===== config.mk =====
export PLATFORM = sky130hd
export DESIGN_NAME = bwws_rsp_queue
export DESIGN_NICKNAME = d
export VERILOG_FILES = /design/src/hdl/bwws_pkg.sv /design/src/hdl/bwws_rsp_queue.sv
export SDC_FILE = /design/constraint.sdc
export NUM_CORES = 1
export LEC_CHECK = 0
export BUFFER_PORTS_ARGS = -buffer_cell sky130_fd_sc_hd__buf_4
export CAP_MARGIN = 30
export CORE_UTILIZATION = 45
export DETAILED_ROUTE_END_ITERATION = 16
export SLEW_MARGIN = 5
export SYNTH_ARGS = -nofsm -noshare
export SYNTH_HDL_FRONTEND = slang
export SYNTH_SLANG_ARGS = --single-unit
export TNS_END_PERCENT = 50

===== constraint.sdc =====
create_clock -name clock -period 5.7 [get_ports clock]
set_input_delay 1.14 -clock clock [delete_from_list [all_inputs] [get_ports clock]]
set_output_delay 1.14 -clock clock [all_outputs]
set_load 0.02 [all_outputs]

===== src/hdl/bwws_pkg.sv =====
// Shared constants, types and helpers of the bilinear wavetable waveshaper.
package bwws_pkg;

   localparam int ROWS        = 16;
   localparam int COLS        = 256;
   localparam int ROW_W       = $clog2(ROWS);
   localparam int COL_W       = $clog2(COLS);
   localparam int ADDR_W      = 1 + ROW_W + COL_W;
   localparam int TABLE_DEPTH = 2 ** ADDR_W;
   localparam int DATA_W      = 16;
   localparam int FRAC_W      = 16;
   localparam int MORPH_W     = 17;
   localparam int CPOS_W      = FRAC_W + COL_W;
   localparam int RPOS_W      = MORPH_W + ROW_W;
   localparam int PROD_W      = DATA_W + 1 + FRAC_W + 1;
   localparam int TOP_W       = DATA_W + FRAC_W;
   localparam int ACC_W       = TOP_W + 1 + FRAC_W + 1;
   localparam int CMD_DEPTH   = 2;
   localparam int CMD_AW      = $clog2(CMD_DEPTH);
   localparam int CMD_CW      = $clog2(CMD_DEPTH + 1);
   localparam int RSP_DEPTH   = 4;
   localparam int RSP_AW      = $clog2(RSP_DEPTH);
   localparam int RSP_CW      = $clog2(RSP_DEPTH + 1);

   typedef enum logic [1:0] {
      OP_SHAPE = 2'd0,
      OP_WRITE = 2'd1,
      OP_SWAP  = 2'd2
   } op_type;

   typedef enum logic [1:0] {
      BK_IDLE,
      BK_RD1,
      BK_RD2,
      BK_RD3
   } back_state_type;

   typedef struct packed {
      logic                     is_write;
      logic                     bank;
      logic [ROW_W-1:0]         row0;
      logic [ROW_W-1:0]         row1;
      logic [COL_W-1:0]         col0;
      logic [COL_W-1:0]         col1;
      logic [FRAC_W-1:0]        row_frac;
      logic [FRAC_W-1:0]        col_frac;
      logic signed [DATA_W-1:0] wdata;
   } cmd_type;

   function automatic logic [ADDR_W-1:0] table_addr(input logic bank,
                                                    input logic [ROW_W-1:0] row,
                                                    input logic [COL_W-1:0] col);
      return {bank, row, col};
   endfunction

endpackage


===== src/hdl/bwws_rsp_queue.sv =====
// Result queue that holds finished samples until the receiver pops them.
module bwws_rsp_queue (
   input  logic                               clock,
   input  logic                               reset,
   input  logic                               push,
   input  logic signed [bwws_pkg::DATA_W-1:0] push_value,
   input  logic                               pop,
   output logic                               empty,
   output logic signed [bwws_pkg::DATA_W-1:0] head_value
);

   logic signed [bwws_pkg::DATA_W-1:0] queue_ff [bwws_pkg::RSP_DEPTH];
   logic [bwws_pkg::RSP_AW-1:0]        wr_ptr_ff, rd_ptr_ff;
   logic [bwws_pkg::RSP_CW-1:0]        count_ff, count_in;
   logic                               take;

   assign empty      = (count_ff == '0);
   assign take       = pop && !empty;
   assign head_value = queue_ff[rd_ptr_ff];

   always_comb begin
      count_in = count_ff;
      if (push && !take) begin
         count_in = count_ff + 1'b1;
      end else if (!push && take) begin
         count_in = count_ff - 1'b1;
      end
   end

   always_ff @(posedge clock) begin
      if (reset) begin
         wr_ptr_ff <= '0;
         rd_ptr_ff <= '0;
         count_ff  <= '0;
      end else begin
         if (push) begin
            wr_ptr_ff <= wr_ptr_ff + 1'b1;
         end
         if (take) begin
            rd_ptr_ff <= rd_ptr_ff + 1'b1;
         end
         count_ff <= count_in;
      end
   end

   always_ff @(posedge clock) begin
      if (push) begin
         queue_ff[wr_ptr_ff] <= push_value;
      end
   end

endmodule


==> impl_metrics.tcl, run 1 <==
set metrics [dict create \
    arrival_ns 1.91 \
    grt-ovfl-total 0 \
    numCtsBuffers 9 \
    whs_ns 0.5363 \
    drtIter0Drc 98 \
    regToRegEndpoint "count_ff[2]" \
    tns_ns 0 \
    grt_pass1_vias 1348 \
    antenna_found_initial 0 \
    worst-path-buf-inv 2 \
    clk_pin_slew_ns 0.06 \
    drt.antenna.violating_nets 0 \
    yosysTopAreaCell "edfxtp_1" \
    rr_worst_depth 7 \
    io_pins 37 \
    worstPathCellList "buf_8, mux4_1, buf_4" \
    finalSetupViolations 0 \
    layout-drive-gt1-share_pct 33.14 \
    path_class "reg -> out" \
    place_ws_ns 2.935 \
    cts_tree "yes" \
    yosysUniqueCellTypes 22 \
    rsz0062_at_grt "false" \
    syn_avg_cell_area_um2 21.86 \
    synth_warnings 0 \
    root_buffer "clkbuf_8" \
    final_util_pct 55.26 \
    grtUsageTotal_pct 14.84 \
    async_flop_share_pct 0 \
    rows 28 \
    wl_mm 4.180 \
    dpl.hpwl_mm 2.677 \
    cts.sinks 73 \
    synth_area_um2 2776 \
    gp_congestion 0.6531 \
    first_pass_iters 4 \
    crit_family "flip-flops" \
    initial_core_util_pct 46.89 \
    crit_path_end_kind "primary output" \
    worst_slack_ns 2.647 \
    netlist.area_leader.share_pct 69.22 \
    startpoint_type "register" \
    yosys-top-cells-count "64 x edfxtp_1, 10 x mux4_2, 9 x dfxtp_1, 7 x nor2_1, 6 x mux4_1" \
    postCtsSetupRepairBufs 0 \
    vias 1291 \
    fin_skew_ns 0.005549 \
    cts_hold_buf 0 \
    fin_nets 196 \
    outcome "finished clean" \
    timing.fmax_mhz 327.5 \
    cts_max_path_buffers 2 \
    ir_drop_mv 0.2132 \
    routedWlPerCell_um 16.72 \
    postPlaceCellArea_um2 3110 \
    area_delta_synth_final_pct 17.85 \
    crit_fanout 10 \
    synth.most_common_cell "edfxtp_1" \
    required_ns 4.56 \
    worst_pin_slew_ns 0.8820 \
    grt_pass1_wl_mm 6.651 \
    coreArea_um2 5921 \
    r2r_slack_ns 3.54 \
    timing.rr.start "count_ff[1]" \
    slowest_delay_ns 0.62 \
    slew_violations 0 \
    final_cell_area_um2 3272 \
    slowest_stage "dfxtp_1" \
    synth_enable_flop_cells 64 \
    placed_cells 234 \
    hold_class "reg -> reg" \
    synthTopCellsByArea "edfxtp_1 69%, mux4_2 8.1%, dfxtp_1 6.5%, mux4_1 5.7%, ha_1 2.3%" \
    min_from "rd_ptr_ff[0]" \
    fin_crit_sh_pct 53.56 \
    post_layout_nonfiller_instances 250 \
    synth_seq_cells 73 \
    htreeDepth 3 \
    cts_resized 0 \
    leakagePower_nw 1.149 \
    hold_path_depth 2 \
    worstSkewPairLatency_ns 0.32 \
    dieArea_um2 6488 \
    fin_crit_ns 3.053 \
    antenna_cells 0 \
    syn_nets 153 \
    slew_headroom_pct 41.20 \
    viasPerCell 5.164 \
    total_power_mw 1.342 \
    synth-seq-area-share_pct 75.71 \
    grt_max_degree 17 \
    max-cap-violations 0 \
    fp.dieH_um 80.55 \
    synth-main-ff-cell "edfxtp_1" \
    die_w_um 80.55 \
    powerDensity_nw_per_um2 410.1 \
    syn_inst 127 \
    hold_viol 0 \
    port_buffers 36 \
    drcViolationCount 0 \
]
==> flip-flops by register name (all words and copies together) (netlist names), named ones only <==
name	count
queue_ff	64
wr_ptr_ff	2
rd_ptr_ff	2
count_ff	3
==> per-layer routing <==
metal	vias to the layer above	part of all wire, %	track usage, %
li1	600	-	-
met1	638	42	17.85
met2	43	50	24.32
met3	10	5.6	3.523
met4	0	2.2	8.571
met5	-	0	0
==> cell families (layout without fill, tap and decap cells) <==
group | count (synthesis) | count (layout) | share of synthesized area, %
simple gates | 13 | 13 | 2.253
xor+xnor | 5 | 5 | 1.577
buf+inv | 8 | 56 | 2.028
flops | 73 | 73 | 75.71
mux | 18 | 18 | 14.51
fa+ha+maj | 6 | 6 | 2.974
compound gates | 4 | 4 | 0.9462
==> power by group <==
group,internal [mW],switching (mW),leakage [nW]
registers,0.623,0.0421,0.662
clock network,0.170,0.163,0.0817
logic,0.181,0.162,0.405
==> worst register-to-register path: stages, from the launching register on <==
cell,delay [ns]
dfxtp_1,0.36
o31ai_1,0.40
ha_1,0.27
inv_1,0.06
fa_1,0.37
xor2_1,0.16
or3_1,0.32
a21oi_1,0.14
==> layout by cell type (no fill, tap or decap), types with 2 or more instances in the layout <==
master	count
dfxtp_1	9
mux4_1	6
ha_1	5
mux2i_1	2
clkbuf_8	10
nor2_1	7
clkbuf_1	5
edfxtp_1	64
inv_1	3
and2_1	4
mux4_2	10
buf_4	36
xor2_1	4
==> cell type report <==
type	instances	area [um^2]
Fill cell	476	2649
Tap cell	75	93.84
Inverter	3	11.26
Clock inverter	1	5.005
Multi-Input combinational cell	46	618.1
Clock buffer	15	156.4
Sequential cell	73	2102
Timing Repair Buffer	37	285.3
==> worst max-delay path by stage <==
stage                      to  slack (ns)  cells past startpoint
2_1_floorplan     count_ff[2]        3.19                      7
4_1_cts         head_value[5]        2.57                      3
3_5_place_dp    head_value[5]        2.93                      3
3_3_place_gp    head_value[6]        2.68                      2
6_report       head_value[14]        2.65                      3
5_1_grt         head_value[5]        2.50                      3
Note: power is estimated with default switching activity, not from simulation.
==> run 2: changes to the inputs <==
==> constraint.sdc (replaced) <==
create_clock -name clock -period 3.1 [get_ports clock]
set_input_delay 0.62 -clock clock [delete_from_list [all_inputs] [get_ports clock]]
set_output_delay 0.62 -clock clock [all_outputs]
set_load 0.02 [all_outputs]
==> impl_metrics.tcl, run 2 (synthesis gave the netlist of run 1 again) <==
set metrics [dict create \
    outcome "finished clean" \
    first_pass_iters 4 \
    hold_viol 0 \
    vias 1308 \
    antenna_cells 0 \
    postPlaceCellArea_um2 3103 \
    worstSkewPairLatency_ns 0.34 \
    hold_class "in -> reg" \
    slew_violations 0 \
    finalSetupViolations 0 \
    tns_ns 0 \
    grt_pass1_vias 1385 \
    worst_pin_slew_ns 0.8515 \
    fin_nets 196 \
    initial_core_util_pct 46.89 \
    fp.dieH_um 80.55 \
    cts_hold_buf 0 \
    dieArea_um2 6488 \
    layout-drive-gt1-share_pct 36.00 \
    grt-ovfl-total 0 \
    final_cell_area_um2 3346 \
    crit_fanout 16 \
    numCtsBuffers 9 \
    root_buffer "clkbuf_8" \
    drtIter0Drc 67 \
    ir_drop_mv 0.4116 \
    antenna_found_initial 0 \
    coreArea_um2 5921 \
    dpl.hpwl_mm 2.721 \
    mostFrequentLayoutCells "64 x edfxtp_1, 37 x buf_4, 10 x mux4_2" \
    rr_worst_depth 7 \
    path_class "reg -> out" \
    viasPerCell 5.232 \
    fin_skew_ns 0.007957 \
    highest_layer "met4" \
    largest_register_ffs 64 \
    placed_cells 234 \
    powerDensity_nw_per_um2 811.6 \
    port_buffers 36 \
    postCtsSetupRepairBufs 0 \
    grtUsageTotal_pct 15.76 \
    total_power_mw 2.715 \
    max-cap-violations 0 \
    fin_crit_sh_pct 77.89 \
    die_w_um 80.55 \
    wl_met2_mm 2.378 \
    area_delta_synth_final_pct 20.50 \
    cts.sinks 73 \
    largest_registers "queue_ff x64, count_ff x3" \
    grt_pass1_wl_mm 6.893 \
    cts_max_path_buffers 2 \
    top_register "queue_ff" \
    grt_max_degree 17 \
    cts_resized 0 \
    final_common_cell "edfxtp_1" \
    timing.fmax_mhz 414.2 \
    fillers 475 \
    drt.antenna.violating_nets 0 \
    crit_path_end_kind "primary output" \
    arrival_ns 1.79 \
    leakagePower_nw 1.180 \
    slew_headroom_pct 43.23 \
    gp_congestion 0.6439 \
    startpoint_type "register" \
    met1_length_mm 1.742 \
    rows 28 \
    fin_crit_ns 2.415 \
    wl_mm 4.408 \
    cts_tree "yes" \
    rsz0062_at_grt "false" \
    route.met3.wl_um 196 \
    drcViolationCount 0 \
    io_pins 37 \
    hold_path_depth 1 \
    clk_pin_slew_ns 0.08 \
    routedWlPerCell_um 17.63 \
    post_layout_nonfiller_instances 250 \
    required_ns 2.48 \
    htreeDepth 3 \
]
==> run 2: cell count changes in the layout (fill, tap and decap cells not counted), sizes merged <==
cell      change
clkinvlp      +2
bufinv        +3
clkinv        +1
clkbuf        -6
==> run 2: per-stage QoR <==
| stage | hold slack [ns] | util [%] | setup slack, ns |
|---|---|---|---|
| floorplan | 0.4807 | - | 1.112 |
| global placement | 0.4912 | 52.41 | 0.9758 |
| detailed placement | 0.5168 | 52.41 | 0.8291 |
| CTS | 0.4621 | 56.51 | 0.6214 |
| global route | 0.4572 | 56.51 | 0.5880 |
| finish | 0.4788 | 56.51 | 0.6855 |
==> run 2: area by class of cell <==
| cell class | count | area (um^2) | share of cell area [%] |
|---|---|---|---|
| multi-input combinational | 46 | 618.1 | 18.47 |
| sequential | 73 | 2102 | 62.83 |
| clock inverter | 7 | 118.9 | 3.553 |
| clock buffer | 9 | 123.9 | 3.702 |
| inverter | 3 | 11.26 | 0.3366 |
| timing repair buffer | 37 | 277.8 | 8.302 |
| tap | 75 | 93.84 | 2.805 |
==> run 2: power breakdown <==
group	internal (mW)	switching, mW	leakage [nW]	total (mW)
clock	0.534	0.338	0.115	0.871
sequential	1.15	0.0541	0.662	1.20
combinational	0.324	0.321	0.403	0.645
==> run 2: worst paths after layout <==
path	start	end	slack [ns]
max	register	head_value[6]	0.69
min	push_value[15]	queue_ff[0][15]	0.48
max reg2reg	count_ff[0]	count_ff[2]	0.90
min reg2reg	rd_ptr_ff[1]	register	0.54
==> run 2: critical path, stage by stage, from the launching register on <==
cell	delay (ns)
dfxtp_1	0.85
mux4_1	0.43
buf_4	0.18
==> run 2: metal layers <==
layer,global-route usage [%],vias up
li1,-,597
met1,16.95,665
met2,27.12,36
met3,5.000,10
met4,9.107,0
met5,0,-
