<file path="src/hdl/bwws_pkg.sv">
// Shared constants, types and helpers of the bilinear wavetable waveshaper.
package bwws_pkg;

   localparam int ROWS        = 16;
   localparam int COLS        = 256;
   localparam int ROW_W       = $clog2(ROWS);
   localparam int COL_W       = $clog2(COLS);
   localparam int ADDR_W      = 1 + ROW_W + COL_W;
   localparam int TABLE_DEPTH = 2 ** ADDR_W;
   localparam int DATA_W      = 16;
   localparam int FRAC_W      = 16;
   localparam int MORPH_W     = 17;
   localparam int CPOS_W      = FRAC_W + COL_W;
   localparam int RPOS_W      = MORPH_W + ROW_W;
   localparam int PROD_W      = DATA_W + 1 + FRAC_W + 1;
   localparam int TOP_W       = DATA_W + FRAC_W;
   localparam int ACC_W       = TOP_W + 1 + FRAC_W + 1;
   localparam int CMD_DEPTH   = 2;
   localparam int CMD_AW      = $clog2(CMD_DEPTH);
   localparam int CMD_CW      = $clog2(CMD_DEPTH + 1);
   localparam int RSP_DEPTH   = 4;
   localparam int RSP_AW      = $clog2(RSP_DEPTH);
   localparam int RSP_CW      = $clog2(RSP_DEPTH + 1);

   typedef enum logic [1:0] {
      OP_SHAPE = 2'd0,
      OP_WRITE = 2'd1,
      OP_SWAP  = 2'd2
   } op_type;

   typedef enum logic [1:0] {
      BK_IDLE,
      BK_RD1,
      BK_RD2,
      BK_RD3
   } back_state_type;

   typedef struct packed {
      logic                     is_write;
      logic                     bank;
      logic [ROW_W-1:0]         row0;
      logic [ROW_W-1:0]         row1;
      logic [COL_W-1:0]         col0;
      logic [COL_W-1:0]         col1;
      logic [FRAC_W-1:0]        row_frac;
      logic [FRAC_W-1:0]        col_frac;
      logic signed [DATA_W-1:0] wdata;
   } cmd_type;

   function automatic logic [ADDR_W-1:0] table_addr(input logic bank,
                                                    input logic [ROW_W-1:0] row,
                                                    input logic [COL_W-1:0] col);
      return {bank, row, col};
   endfunction

endpackage

</file>
<file path="src/hdl/bwws_front.sv">
// Front end: accepts beats, maps positions to table coordinates, queues commands.
module bwws_front (
   input  logic                 clock,
   input  logic                 reset,
   input  logic                 req_push,
   output logic                 req_full,
   input  logic [1:0]           req_operation,
   input  logic signed [15:0]   req_sample,
   input  logic [16:0]          req_morph,
   input  logic [3:0]           req_row_index,
   input  logic [7:0]           req_col_index,
   input  logic signed [15:0]   req_entry_value,
   output bwws_pkg::cmd_type    cmd,
   output logic                 cmd_valid,
   input  logic                 cmd_pop
);

   bwws_pkg::cmd_type                  queue_ff [bwws_pkg::CMD_DEPTH];
   logic [bwws_pkg::CMD_AW-1:0]        wr_ptr_ff, wr_ptr_in;
   logic [bwws_pkg::CMD_AW-1:0]        rd_ptr_ff, rd_ptr_in;
   logic [bwws_pkg::CMD_CW-1:0]        count_ff, count_in;
   logic                               bank_ff, bank_in;
   logic                               accept;
   logic                               enq;
   bwws_pkg::cmd_type                  entry;
   logic [15:0]                        u_w;
   logic [bwws_pkg::CPOS_W-1:0]        cpos_w;
   logic [bwws_pkg::RPOS_W-1:0]        rpos_w;
   logic [bwws_pkg::MORPH_W-1:0]       m_w;
   logic [bwws_pkg::COL_W:0]           c1_w;
   logic [bwws_pkg::ROW_W:0]           r1_w;
   logic [bwws_pkg::COL_W-1:0]         col0_w;
   logic [bwws_pkg::ROW_W-1:0]         row0_w;

   assign req_full  = (count_ff == bwws_pkg::CMD_CW'(bwws_pkg::CMD_DEPTH));
   assign accept    = req_push && !req_full;
   assign cmd_valid = (count_ff != '0);
   assign cmd       = queue_ff[rd_ptr_ff];

   always_comb begin
      u_w    = {~req_sample[15], req_sample[14:0]};
      cpos_w = bwws_pkg::CPOS_W'(u_w) * bwws_pkg::CPOS_W'(bwws_pkg::COLS - 1);
      col0_w = cpos_w[bwws_pkg::FRAC_W +: bwws_pkg::COL_W];
      c1_w   = {1'b0, col0_w} + 1'b1;
      m_w    = (req_morph > 17'd65536) ? 17'd65536 : req_morph;
      rpos_w = bwws_pkg::RPOS_W'(m_w) * bwws_pkg::RPOS_W'(bwws_pkg::ROWS - 1);
      row0_w = rpos_w[bwws_pkg::FRAC_W +: bwws_pkg::ROW_W];
      r1_w   = {1'b0, row0_w} + 1'b1;

      entry          = '0;
      entry.bank     = bank_ff;
      entry.row0     = row0_w;
      entry.col0     = col0_w;
      entry.row1     = (r1_w < (bwws_pkg::ROW_W + 1)'(bwws_pkg::ROWS - 1)) ?
                       r1_w[bwws_pkg::ROW_W-1:0] : bwws_pkg::ROW_W'(bwws_pkg::ROWS - 1);
      entry.col1     = (c1_w < (bwws_pkg::COL_W + 1)'(bwws_pkg::COLS - 1)) ?
                       c1_w[bwws_pkg::COL_W-1:0] : bwws_pkg::COL_W'(bwws_pkg::COLS - 1);
      entry.row_frac = rpos_w[bwws_pkg::FRAC_W-1:0];
      entry.col_frac = cpos_w[bwws_pkg::FRAC_W-1:0];
      bank_in        = bank_ff;
      enq            = 1'b0;

      if (accept) begin
         case (req_operation)
            bwws_pkg::OP_SHAPE: begin
               enq = 1'b1;
            end
            bwws_pkg::OP_WRITE: begin
               entry.is_write = 1'b1;
               entry.bank     = ~bank_ff;
               entry.row0     = bwws_pkg::ROW_W'(req_row_index);
               entry.col0     = bwws_pkg::COL_W'(req_col_index);
               entry.wdata    = req_entry_value;
               enq = (int'(req_row_index) < bwws_pkg::ROWS) &&
                     (int'(req_col_index) < bwws_pkg::COLS);
            end
            bwws_pkg::OP_SWAP: begin
               bank_in = ~bank_ff;
            end
            default: begin
               enq = 1'b0;
            end
         endcase
      end

      wr_ptr_in = enq ? wr_ptr_ff + 1'b1 : wr_ptr_ff;
      rd_ptr_in = cmd_pop ? rd_ptr_ff + 1'b1 : rd_ptr_ff;
      count_in  = count_ff;
      if (enq && !cmd_pop) begin
         count_in = count_ff + 1'b1;
      end else if (!enq && cmd_pop) begin
         count_in = count_ff - 1'b1;
      end
   end

   always_ff @(posedge clock) begin
      if (reset) begin
         wr_ptr_ff <= '0;
         rd_ptr_ff <= '0;
         count_ff  <= '0;
         bank_ff   <= 1'b0;
      end else begin
         wr_ptr_ff <= wr_ptr_in;
         rd_ptr_ff <= rd_ptr_in;
         count_ff  <= count_in;
         bank_ff   <= bank_in;
      end
   end

   always_ff @(posedge clock) begin
      if (enq) begin
         queue_ff[wr_ptr_ff] <= entry;
      end
   end

endmodule

</file>
<file path="config.mk">
export PLATFORM = sky130hd
export DESIGN_NAME = bwws_front
export DESIGN_NICKNAME = d
export VERILOG_FILES = /design/src/hdl/bwws_pkg.sv /design/src/hdl/bwws_front.sv
export SDC_FILE = /design/constraint.sdc
export NUM_CORES = 1
export LEC_CHECK = 0
export ABC_AREA = 1
export BUFFER_PORTS_ARGS = -buffer_cell sky130_fd_sc_hd__buf_2
export CORE_ASPECT_RATIO = 1.1
export CORE_MARGIN = 2
export CORE_UTILIZATION = 64
export DETAILED_ROUTE_END_ITERATION = 8
export PLACE_DENSITY = 0.95
export SLEW_MARGIN = 20
export SYNTH_ARGS = -nofsm -noshare
export SYNTH_HDL_FRONTEND = slang
export SYNTH_SLANG_ARGS = --single-unit
export TNS_END_PERCENT = 10
</file>
<file path="constraint.sdc">
create_clock -name clock -period 14.3 [get_ports clock]
set_clock_uncertainty 0.2 [all_clocks]
set_input_delay 1.43 -clock clock [delete_from_list [all_inputs] [get_ports clock]]
set_output_delay 1.43 -clock clock [all_outputs]
set_load 0.01 [all_outputs]
</file>
==> impl_metrics.env, run 1 <==
export IMPL_status="completed"
export IMPL_die_h_um=144
export IMPL_ys_dominant_reg_cell="edfxtp_1"
export IMPL_async_reset_ff_share_pct=0
export IMPL_synth_compound_area_share_pct=3.71
export IMPL_startpoint_type="input pin"
export IMPL_diodes=0
export IMPL_maxSlewHeadroom_pct=27.2
export IMPL_end_kind="register"
export IMPL_synth_edf_count=148
export IMPL_slowest_stage="fa_1"
export IMPL_final_core_util_pct=74.5
export IMPL_final_hold_violation_count=0
export IMPL_core_um2=17600
export IMPL_layout_setup_ws_ns=8.05
export IMPL_synth_adder_area_share_pct=25.0
export IMPL_clock_sinks=154
export IMPL_viasPerCell=5.42
export IMPL_nets=1479
export IMPL_p_leak_nw=6.20
export IMPL_fillers=1143
export IMPL_yosysTopAreaCellShare_pct=38.7
export IMPL_path_common_cell="inv_1"
export IMPL_min_period_ns=6.25
export IMPL_slew_violations=0
export IMPL_clkSlewWorstSetupHoldPaths_ns=0.07
export IMPL_synth_seq_cells=154
export IMPL_ctsResizeCount=0
export IMPL_htreeDepth=4
export IMPL_synthCells=1094
export IMPL_dp_hpwl_um=19600
export IMPL_drt_first_pass_iters=8
export IMPL_synth_nets=1330
export IMPL_initial_core_util_pct=65.1
export IMPL_clock_tree_root_cell="clkbuf_16"
export IMPL_tns_ns=0
export IMPL_die_x_um=132
export IMPL_synth_top_area_cell="edfxtp_1"
export IMPL_path_max_fanout=7
export IMPL_yosysMostFrequentCell="inv_1"
export IMPL_synth_xor_area_share_pct=2.88
export IMPL_synth_area_mux_share_pct=7.44
export IMPL_std_cell_rows=51
export IMPL_grt_use_total_pct=27.3
export IMPL_cts_hold_buf=0
export IMPL_cp_slowest_stage_delay_ns=0.58
export IMPL_drc=0
export IMPL_cp_required_ns=14.25
export IMPL_synth_cell_types=40
export IMPL_synth_commonest_cells="inv_1, nand2_1, edfxtp_1"
export IMPL_multi_input_area_um2=5890
export IMPL_drive_above_1_share_pct=23.6
export IMPL_layout_worst_path_cycle_share_pct=43.7
export IMPL_grt_pass1_vias=8380
export IMPL_grt_antenna_before_repair=0
export IMPL_ys_seq_area_share_pct=39.8
export IMPL_port_buffer_count=142
export IMPL_power_density_nw_per_um2=236
export IMPL_cp_arrival_ns=6.20
export IMPL_detail_route_iter0_violations=571
export IMPL_area_growth_pct=14.3
export IMPL_cts_buffer_depth=2
export IMPL_worst_pin_slew_ns=1.08
export IMPL_cts_setup_buffers=0
export IMPL_max_cap_viol_count=0
export IMPL_ir_worst_vdd_mv=0.150
export IMPL_grt_max_degree=75
export IMPL_min_path_type="register to register"
export IMPL_numCtsBuffers=17
export IMPL_vias=8104
export IMPL_crit_type="input pin to register"
export IMPL_dp_slack_ns=7.66
export IMPL_yosys_area_share_simple_pct=12.1
export IMPL_synth_cell_area_um2=11500
export IMPL_die_area_um2=19000
export IMPL_fmax_mhz=160
export IMPL_antenna_left=0
export IMPL_cts_tree="done"
export IMPL_gp_congestion=0.909
export IMPL_synth_top_family_by_area="adder cells"
export IMPL_grt_overflow=0
export IMPL_crit_chain="buf_2, inv_1, fa_1, fa_1, inv_1, fa_1, inv_1, fa_1, inv_1, ha_1, nand2_1, inv_1, nand2_2, inv_1, a21oi_1, nand3_1, nand2_2, ha_1, nand3_2, nor2_2, xor2_1, nor2_2, nand3_4, nand3_1"
export IMPL_clk_latency_ns=0.42
export IMPL_avgRoutedWirePerCell_um=16.9
export IMPL_grt_pass1_wl_um=40200
export IMPL_setup_viol=0
export IMPL_ys_warn_count=0
export IMPL_grt_setup_unrepaired="no"
export IMPL_syn_avg_cell_area_um2=10.5
export IMPL_ios=143
export IMPL_wl_um=25300
export IMPL_seqCellArea_um2=4570
export IMPL_synth_area_leaders="edfxtp_1, fa_1, inv_1"
## cell families after synthesis
| family | Yosys count |
|---|---|
| and+or+nand+nor | 307 |
| buffers and inverters | 274 |
| adders and majority gates | 169 |
| DFF | 154 |
| AOI/OAI and AO/OA | 78 |
| muxes | 76 |
| xor gates and xnor gates | 36 |
## state kept, by name (all words and copies together) (netlist names), named ones only
name / flops
queue_ff: 148
rd_ptr_ff: 1
bank_ff: 1
wr_ptr_ff: 1
count_ff: 2
## layer usage
| layer | up-vias | track usage (%) | routed length (µm) |
|---|---|---|---|
| met5 | - | 0 | 0 |
| met4 | 0 | 9.27 | 692 |
| met3 | 45 | 3.82 | 956 |
| met2 | 267 | 53.2 | 14000 |
| met1 | 3982 | 30.6 | 9620 |
| li1 | 3810 | - | - |
## worst max-delay path, delay by kind of cell
family | cells | cell delay (ns)
AO/OA/AOI/OAI | 1 | 0.19
XOR/XNOR | 1 | 0.23
adder cells (fa/ha/maj) | 6 | 2.71
buffers and inverters | 7 | 0.59
AND/OR/NAND/NOR | 9 | 1.04
## power by group
| group | total, mW | switching (mW) | leakage [nW] | internal (mW) |
|---|---|---|---|---|
| sequential | 0.752 | 0.0265 | 1.39 | 0.726 |
| combinational | 1.85 | 1.20 | 4.49 | 0.643 |
| clock | 0.494 | 0.194 | 0.320 | 0.300 |
| total | 3.09 | 1.42 | 6.20 | 1.67 |
## stage by stage
| stage | hold slack, ns | instance area [µm²] | power [mW] | cells |
|---|---|---|---|---|
| after floorplan | 0.280 | 11500 | 2.13 | 1094 |
| after global placement | 0.293 | 12500 | 2.47 | 1462 |
| after detailed placement | 0.308 | 12500 | 2.58 | 1462 |
| after CTS | 0.326 | 13100 | 3.08 | 1494 |
| after global routing | 0.342 | 13100 | 3.35 | 1494 |
| final | 0.324 | 13100 | 3.09 | 1494 |
## area by class of cell
cell class                 count  area share, %
tap                          238           2.27
clock buffer                  17           3.24
inverter                     260           7.44
sequential                   154           34.8
multi-input combinational    666           44.9
clock inverter                15           1.75
timing repair buffer         144           5.53
## placed cells by master (no fill, tap or decap), drive strengths merged, types with 3 or more instances in the layout
cell,n
inv,268
nand2,185
edfxtp,148
buf,144
fa,101
mux2,74
ha,68
nor2,59
nand3,43
a21oi,42
o21ai,24
xor2,20
clkbuf,17
xnor2,16
nand4,6
nor3,6
dfxtp,6
nor4,5
bufinv,4
o31ai,3
clkinv,3
## worst paths after layout
check                                 from  cells past startpoint                         to  slack (ns)
setup / recovery             req_sample[6]                     24  queue_ff[1][48]$_DFFE_PP_        8.05
hold reg to reg     rd_ptr_ff$_SDFFE_PP0P_                      2     rd_ptr_ff$_SDFFE_PP0P_        0.32
setup reg to reg  count_ff[1]$_SDFFE_PP0P_                      8  queue_ff[0][63]$_DFFE_PP_       11.18
hold / removal      rd_ptr_ff$_SDFFE_PP0P_                      2     rd_ptr_ff$_SDFFE_PP0P_        0.32
No activity file was read; power rests on OpenSTA's default activity.
==> run 2: changes to the inputs <==
- CORE_UTILIZATION: 64 -> 60
- PLACE_DENSITY: 0.95 -> 0.9
- clock period: 14.3 -> 5.8 ns (I/O delays scaled with it)
==> run 2 against run 1 <==
Net effect:
- first-iteration DRC count down 15%
- register-to-register slack worse by 8.7 ns
- die area up 6.5%
- final area down 0.13%
- worst hold slack worse by 0.15 ns
- sequential share of layout area about the same
- combinational power up 140%
- critical path type unchanged
==> impl_metrics.env, run 2 (synthesis results as in run 1) <==
export IMPL_status="completed"
export IMPL_die_x_um=136
export IMPL_grt_setup_unrepaired="no"
export IMPL_setup_viol=0
export IMPL_path_max_fanout=15
export IMPL_seq_power_share_pct=24.8
export IMPL_gp_congestion=0.923
export IMPL_min_path_type="input pin to register"
export IMPL_vias=7984
export IMPL_slew_violations=0
export IMPL_power_frac_comb_pct=60.5
export IMPL_antenna_left=0
export IMPL_clock_tree_root_cell="clkbuf_16"
export IMPL_cts_setup_buffers=0
export IMPL_p_sw_share_pct=47.0
export IMPL_area_growth_pct=14.1
export IMPL_mostFrequentLayoutCell="inv_1"
export IMPL_cp_required_ns=5.77
export IMPL_clk_latency_ns=0.43
export IMPL_layout_setup_ws_ns=0.395
export IMPL_max_cap_viol_count=0
export IMPL_clkSlewWorstSetupHoldPaths_ns=0.07
export IMPL_hold_ws_ns=0.172
export IMPL_worst_pin_slew_ns=0.997
export IMPL_crit_type="input pin to register"
export IMPL_fillers=1352
export IMPL_maxSlewHeadroom_pct=33.1
export IMPL_layout_worst_path_cycle_share_pct=93.2
export IMPL_core_um2=18900
export IMPL_clock_sinks=154
export IMPL_reg_largest_list="queue_ff: 148 flops, count_ff: 2 flops"
export IMPL_std_cell_rows=53
export IMPL_min_period_ns=5.40
export IMPL_port_buffer_count=142
export IMPL_drive_above_1_share_pct=23.7
export IMPL_power_density_nw_per_um2=570
export IMPL_p_leak_nw=6.19
export IMPL_power_frac_clock_pct=14.7
export IMPL_avgRoutedWirePerCell_um=16.2
export IMPL_startpoint_type="input pin"
export IMPL_drc=0
export IMPL_grt_antenna_before_repair=0
export IMPL_grt_pass1_wl_um=39500
export IMPL_detail_route_iter0_violations=484
export IMPL_top_register="queue_ff"
export IMPL_mostFrequentLayoutCells="inv_1, nand2_1, edfxtp_1, buf_2, fa_1"
export IMPL_diodes=0
export IMPL_end_kind="register"
export IMPL_drt_first_pass_iters=5
export IMPL_grt_overflow=0
export IMPL_nets=1482
export IMPL_final_cells=1506
export IMPL_tns_ns=0
export IMPL_fin_total_pwr_mw=7.47
export IMPL_grt_use_total_pct=25.4
export IMPL_dp_cells=1474
export IMPL_grt_pass1_vias=8362
export IMPL_dp_hpwl_um=18900
export IMPL_largest_register_ff_count=148
export IMPL_dp_slack_ns=0.0316
export IMPL_grt_max_degree=75
export IMPL_cts_tree="done"
export IMPL_ctsResizeCount=0
export IMPL_cts_hold_buf=0
export IMPL_wl_um=24400
export IMPL_cp_arrival_ns=5.37
export IMPL_die_area_um2=20200
export IMPL_htreeDepth=4
export IMPL_ios=143
export IMPL_fmax_mhz=185
export IMPL_cts_buffer_depth=2
export IMPL_numCtsBuffers=17
export IMPL_ir_worst_vdd_mv=0.354
export IMPL_power_net_switching_mw=3.51
export IMPL_final_hold_violation_count=0
export IMPL_viasPerCell=5.30
export IMPL_die_h_um=149
export IMPL_initial_core_util_pct=60.7
export IMPL_p_int_mw=3.96
## run 2: cell types whose count changed in the layout (fill, tap and decap cells not counted), sizes merged
cell      previous run  this run
inv                268       265
bufinv               4         0
buf                144       147
clkinvlp             0         1
clkinv               3         9
## run 2: routing by layer
metal	up-vias	GRT usage (%)	routed length (µm)
met3	71	3.36	862
li1	3787	-	-
met5	-	0	0
met2	238	49.0	13500
met1	3888	27.9	9210
met4	0	10.1	836
## run 2: worst max-delay path: stages
cell and delay, ns:
buf_2 0.11, nor4_1 0.42, nand4_1 0.17, nand2_1 0.40, nand2_1 0.28, fa_1 0.55
fa_1 0.51, inv_1 0.04, ha_1 0.37, nand2_1 0.13, o21ai_1 0.31, a21oi_1 0.19
o21ai_1 0.25, nand3_1 0.10, nand2_1 0.08, xor2_1 0.37, ha_1 0.26, xnor2_1 0.13
nand2_1 0.09
## run 2: cell type report
class | count | area, µm² | share of cell area (%)
multi-input combinational | 666 | 5890 | 45.0
sequential | 154 | 4570 | 34.9
inverter | 260 | 976 | 7.45
timing repair buffer | 147 | 748 | 5.71
clock buffer | 17 | 425 | 3.25
tap | 247 | 309 | 2.36
clock inverter | 15 | 178 | 1.36
## run 2: stage by stage
step / utilization [%] / area, µm²
final: 69.3 / 13100
after global routing: 69.3 / 13100
after CTS: 69.3 / 13100
after detailed placement: 66.1 / 12500
after global placement: 66.1 / 12500
after floorplan: - / 11500
## run 2: worst paths after layout
| kind | slack (ns) | end | start | cells after the start |
|---|---|---|---|---|
| worst max-delay path | 0.40 | queue_ff[1][66]$_DFFE_PP_ | req_morph[15] | 19 |
| worst min-delay path | 0.17 | register | reset | 2 |
| worst max register to register | 2.51 | queue_ff[1][70]$_DFFE_PP_ | count_ff[1]$_SDFFE_PP0P_ | 8 |
| worst min register to register | 0.31 | register | rd_ptr_ff$_SDFFE_PP0P_ | 2 |
## run 2: power groups by stage
stage	Clock, mW	Combinational (mW)	Sequential [mW]
detailed placement	0	4.45	1.87
CTS	1.11	4.49	1.85
global route	1.15	5.10	1.87
floorplan	0	3.41	1.84
finish	1.10	4.52	1.85
global placement	0	4.26	1.86
==> run 3: changes to the inputs <==
- CELL_PAD_IN_SITES_DETAIL_PLACEMENT: not set -> 1
- CELL_PAD_IN_SITES_GLOBAL_PLACEMENT: not set -> 2
- CORE_UTILIZATION: 60 -> 39
==> run 3 against run 2 <==
Net effect:
- largest power group unchanged
- largest cell class unchanged
- global-route usage is 7.5 points lower
- fmax is 1.0% higher
- critical endpoint is now queue_ff[1][53]$_DFFE_PP_
- non-clock buffer count is 2 higher
- core utilization is 23 points lower
- first-iteration DRC count is 50% lower
- setup slack better by 0.055 ns
- via count is 1.4% lower
- final cell count is 8.1% higher
- count of clock-buffer cells in the layout is 3 higher
- final area is 0.94% higher
- sequential power hardly changed
- the flow now finishes with violations (DRC)
==> impl_metrics.env, run 3 (synthesis results as in run 1) <==
export IMPL_p_leak_nw=6.17
export IMPL_hold_ws_ns=0.192
export IMPL_grt_pass1_wl_um=43100
export IMPL_grt_antenna_before_repair=0
export IMPL_min_period_ns=5.35
export IMPL_dp_slack_ns=0.0272
export IMPL_die_h_um=184
export IMPL_avgRoutedWirePerCell_um=16.3
export IMPL_grt_setup_unrepaired="no"
export IMPL_antenna_left=0
export IMPL_r2r_cells=8
export IMPL_viasPerCell=4.84
export IMPL_die_area_um2=30800
export IMPL_std_cell_rows=65
export IMPL_gp_congestion=0.832
export IMPL_fillers=3281
export IMPL_clk_latency_ns=0.42
export IMPL_clkSlewWorstSetupHoldPaths_ns=0.06
export IMPL_clock_tree_root_cell="clkbuf_16"
export IMPL_cts_tree="done"
export IMPL_violations="DRC"
export IMPL_largest_register_ff_count=148
export IMPL_crit_path_end="queue_ff[1][53]$_DFFE_PP_"
export IMPL_cts_buffer_depth=2
export IMPL_drive_above_1_share_pct=23.5
export IMPL_numCtsBuffers=17
export IMPL_mostFrequentLayoutCell="inv_1"
export IMPL_power_density_nw_per_um2=572
export IMPL_vias=7873
export IMPL_area_growth_pct=15.2
export IMPL_grt_overflow=0
export IMPL_worst_pin_slew_ns=1.03
export IMPL_core_um2=28800
export IMPL_cp_arrival_ns=5.28
export IMPL_maxSlewHeadroom_pct=31.3
export IMPL_top_register="queue_ff"
export IMPL_tns_ns=0
export IMPL_grt_max_degree=75
export IMPL_dpl_instance_area_um2=12700
export IMPL_cts_hold_buf=0
export IMPL_final_hold_violation_count=0
export IMPL_fin_total_pwr_mw=7.55
export IMPL_die_x_um=168
export IMPL_path_delay_family="adder cells"
export IMPL_grt_pass1_vias=8730
export IMPL_startpoint_type="input pin"
export IMPL_layout_setup_ws_ns=0.451
export IMPL_detail_route_iter0_violations=240
export IMPL_end_kind="register"
export IMPL_setup_viol=0
export IMPL_clock_sinks=154
export IMPL_layout_worst_path_cycle_share_pct=92.2
export IMPL_cp_required_ns=5.73
export IMPL_wl_um=26600
export IMPL_seqCellArea_um2=4570
export IMPL_dp_hpwl_um=21500
export IMPL_ctsResizeCount=0
export IMPL_slowest_stage="fa_1"
export IMPL_slew_violations=0
export IMPL_drt_first_pass_iters=7
export IMPL_path_buf_inv=6
export IMPL_initial_core_util_pct=39.8
export IMPL_crit_chain="buf_2, inv_1, fa_1, fa_1, inv_1, fa_1, inv_1, fa_1, inv_1, ha_1, nand2_1, inv_1, nand2_1, nand2_1, a21oi_1, nand3_1, nand2_2, ha_1, nand3_2, nor2_2, xor2_1, nor2_2, nand3_4, nand3_1"
export IMPL_drc=12
export IMPL_htreeDepth=4
export IMPL_r2r_start="count_ff[1]$_SDFFE_PP0P_"
export IMPL_crit_type="input pin to register"
export IMPL_status="finished, violations left"
export IMPL_cts_setup_buffers=0
export IMPL_ios=143
export IMPL_multi_input_area_um2=5890
export IMPL_crit_start="req_sample[6]"
export IMPL_min_path_type="input pin to register"
export IMPL_nets=1484
export IMPL_max_cap_viol_count=0
export IMPL_cp_depth=24
export IMPL_final_core_util_pct=45.9
export IMPL_path_max_fanout=7
export IMPL_port_buffer_count=142
export IMPL_grt_use_total_pct=17.9
export IMPL_ir_worst_vdd_mv=0.233
export IMPL_final_cells=1628
export IMPL_cp_slowest_stage_delay_ns=0.56
export IMPL_design_area_um2=13200
export IMPL_dp_cells=1597
export IMPL_fmax_mhz=187
export IMPL_reg2reg_to="queue_ff[1][71]$_DFFE_PP_"
export IMPL_r2r_slack_ns=2.36
export IMPL_reg_largest_list="queue_ff: 148 flops, count_ff: 2 flops"
export IMPL_mostFrequentLayoutCells="inv_1, nand2_1, edfxtp_1, buf_2, fa_1"
export IMPL_path_common_cell="inv_1"
export IMPL_diodes=0
-- run 3: cell types whose count changed in the layout (fill, tap and decap cells not counted), sizes merged --
cell	change
bufinv	+2
clkinvlp	+2
clkbuf	+3
inv	-4
buf	+2
clkinv	-4
-- run 3: final cells by class --
type,instances,area share [%]
clock buffers,20,3.30
flip-flops and latches,154,34.6
repair buffers,149,5.77
clock inverters,11,0.928
well taps,368,3.48
inverters,260,7.38
multi-input cells,666,44.6
-- run 3: how the worst min path moves through the flow --
| stage | startpoint | end | slack [ns] | cells after the start |
|---|---|---|---|---|
| 2_1_floorplan | rd_ptr_ff$_SDFFE_PP0P_ | register | 0.28 | 2 |
| 3_3_place_gp | rd_ptr_ff$_SDFFE_PP0P_ | rd_ptr_ff$_SDFFE_PP0P_ | 0.30 | 2 |
| 3_5_place_dp | rd_ptr_ff$_SDFFE_PP0P_ | register | 0.31 | 2 |
| 4_1_cts | reset | register | 0.17 | 2 |
| 5_1_grt | reset | register | 0.20 | 2 |
| 6_report | reset | register | 0.19 | 2 |
-- run 3: power by group --
group          switching [mW]  internal (mW)
clock network           0.431          0.631
registers              0.0625           1.79
logic                    3.02           1.62
total                    3.52           4.04
-- run 3: per-layer routing --
layer | GRT usage [%] | part of all wire, % | vias to the layer above
met2 | 35.6 | 56 | 124
met3 | 2.48 | 2.4 | 31
met4 | 5.91 | 1.9 | 0
met1 | 19.5 | 40 | 3919
met5 | 0 | 0 | -
li1 | - | - | 3799
-- run 3: worst register-to-register path, delay by kind of cell, from the launching register on --
family | cells | cell delay [ns]
buf+inv | 4 | 1.34
simple gates | 2 | 0.69
compound gates | 2 | 0.64
flops | 1 | 0.30
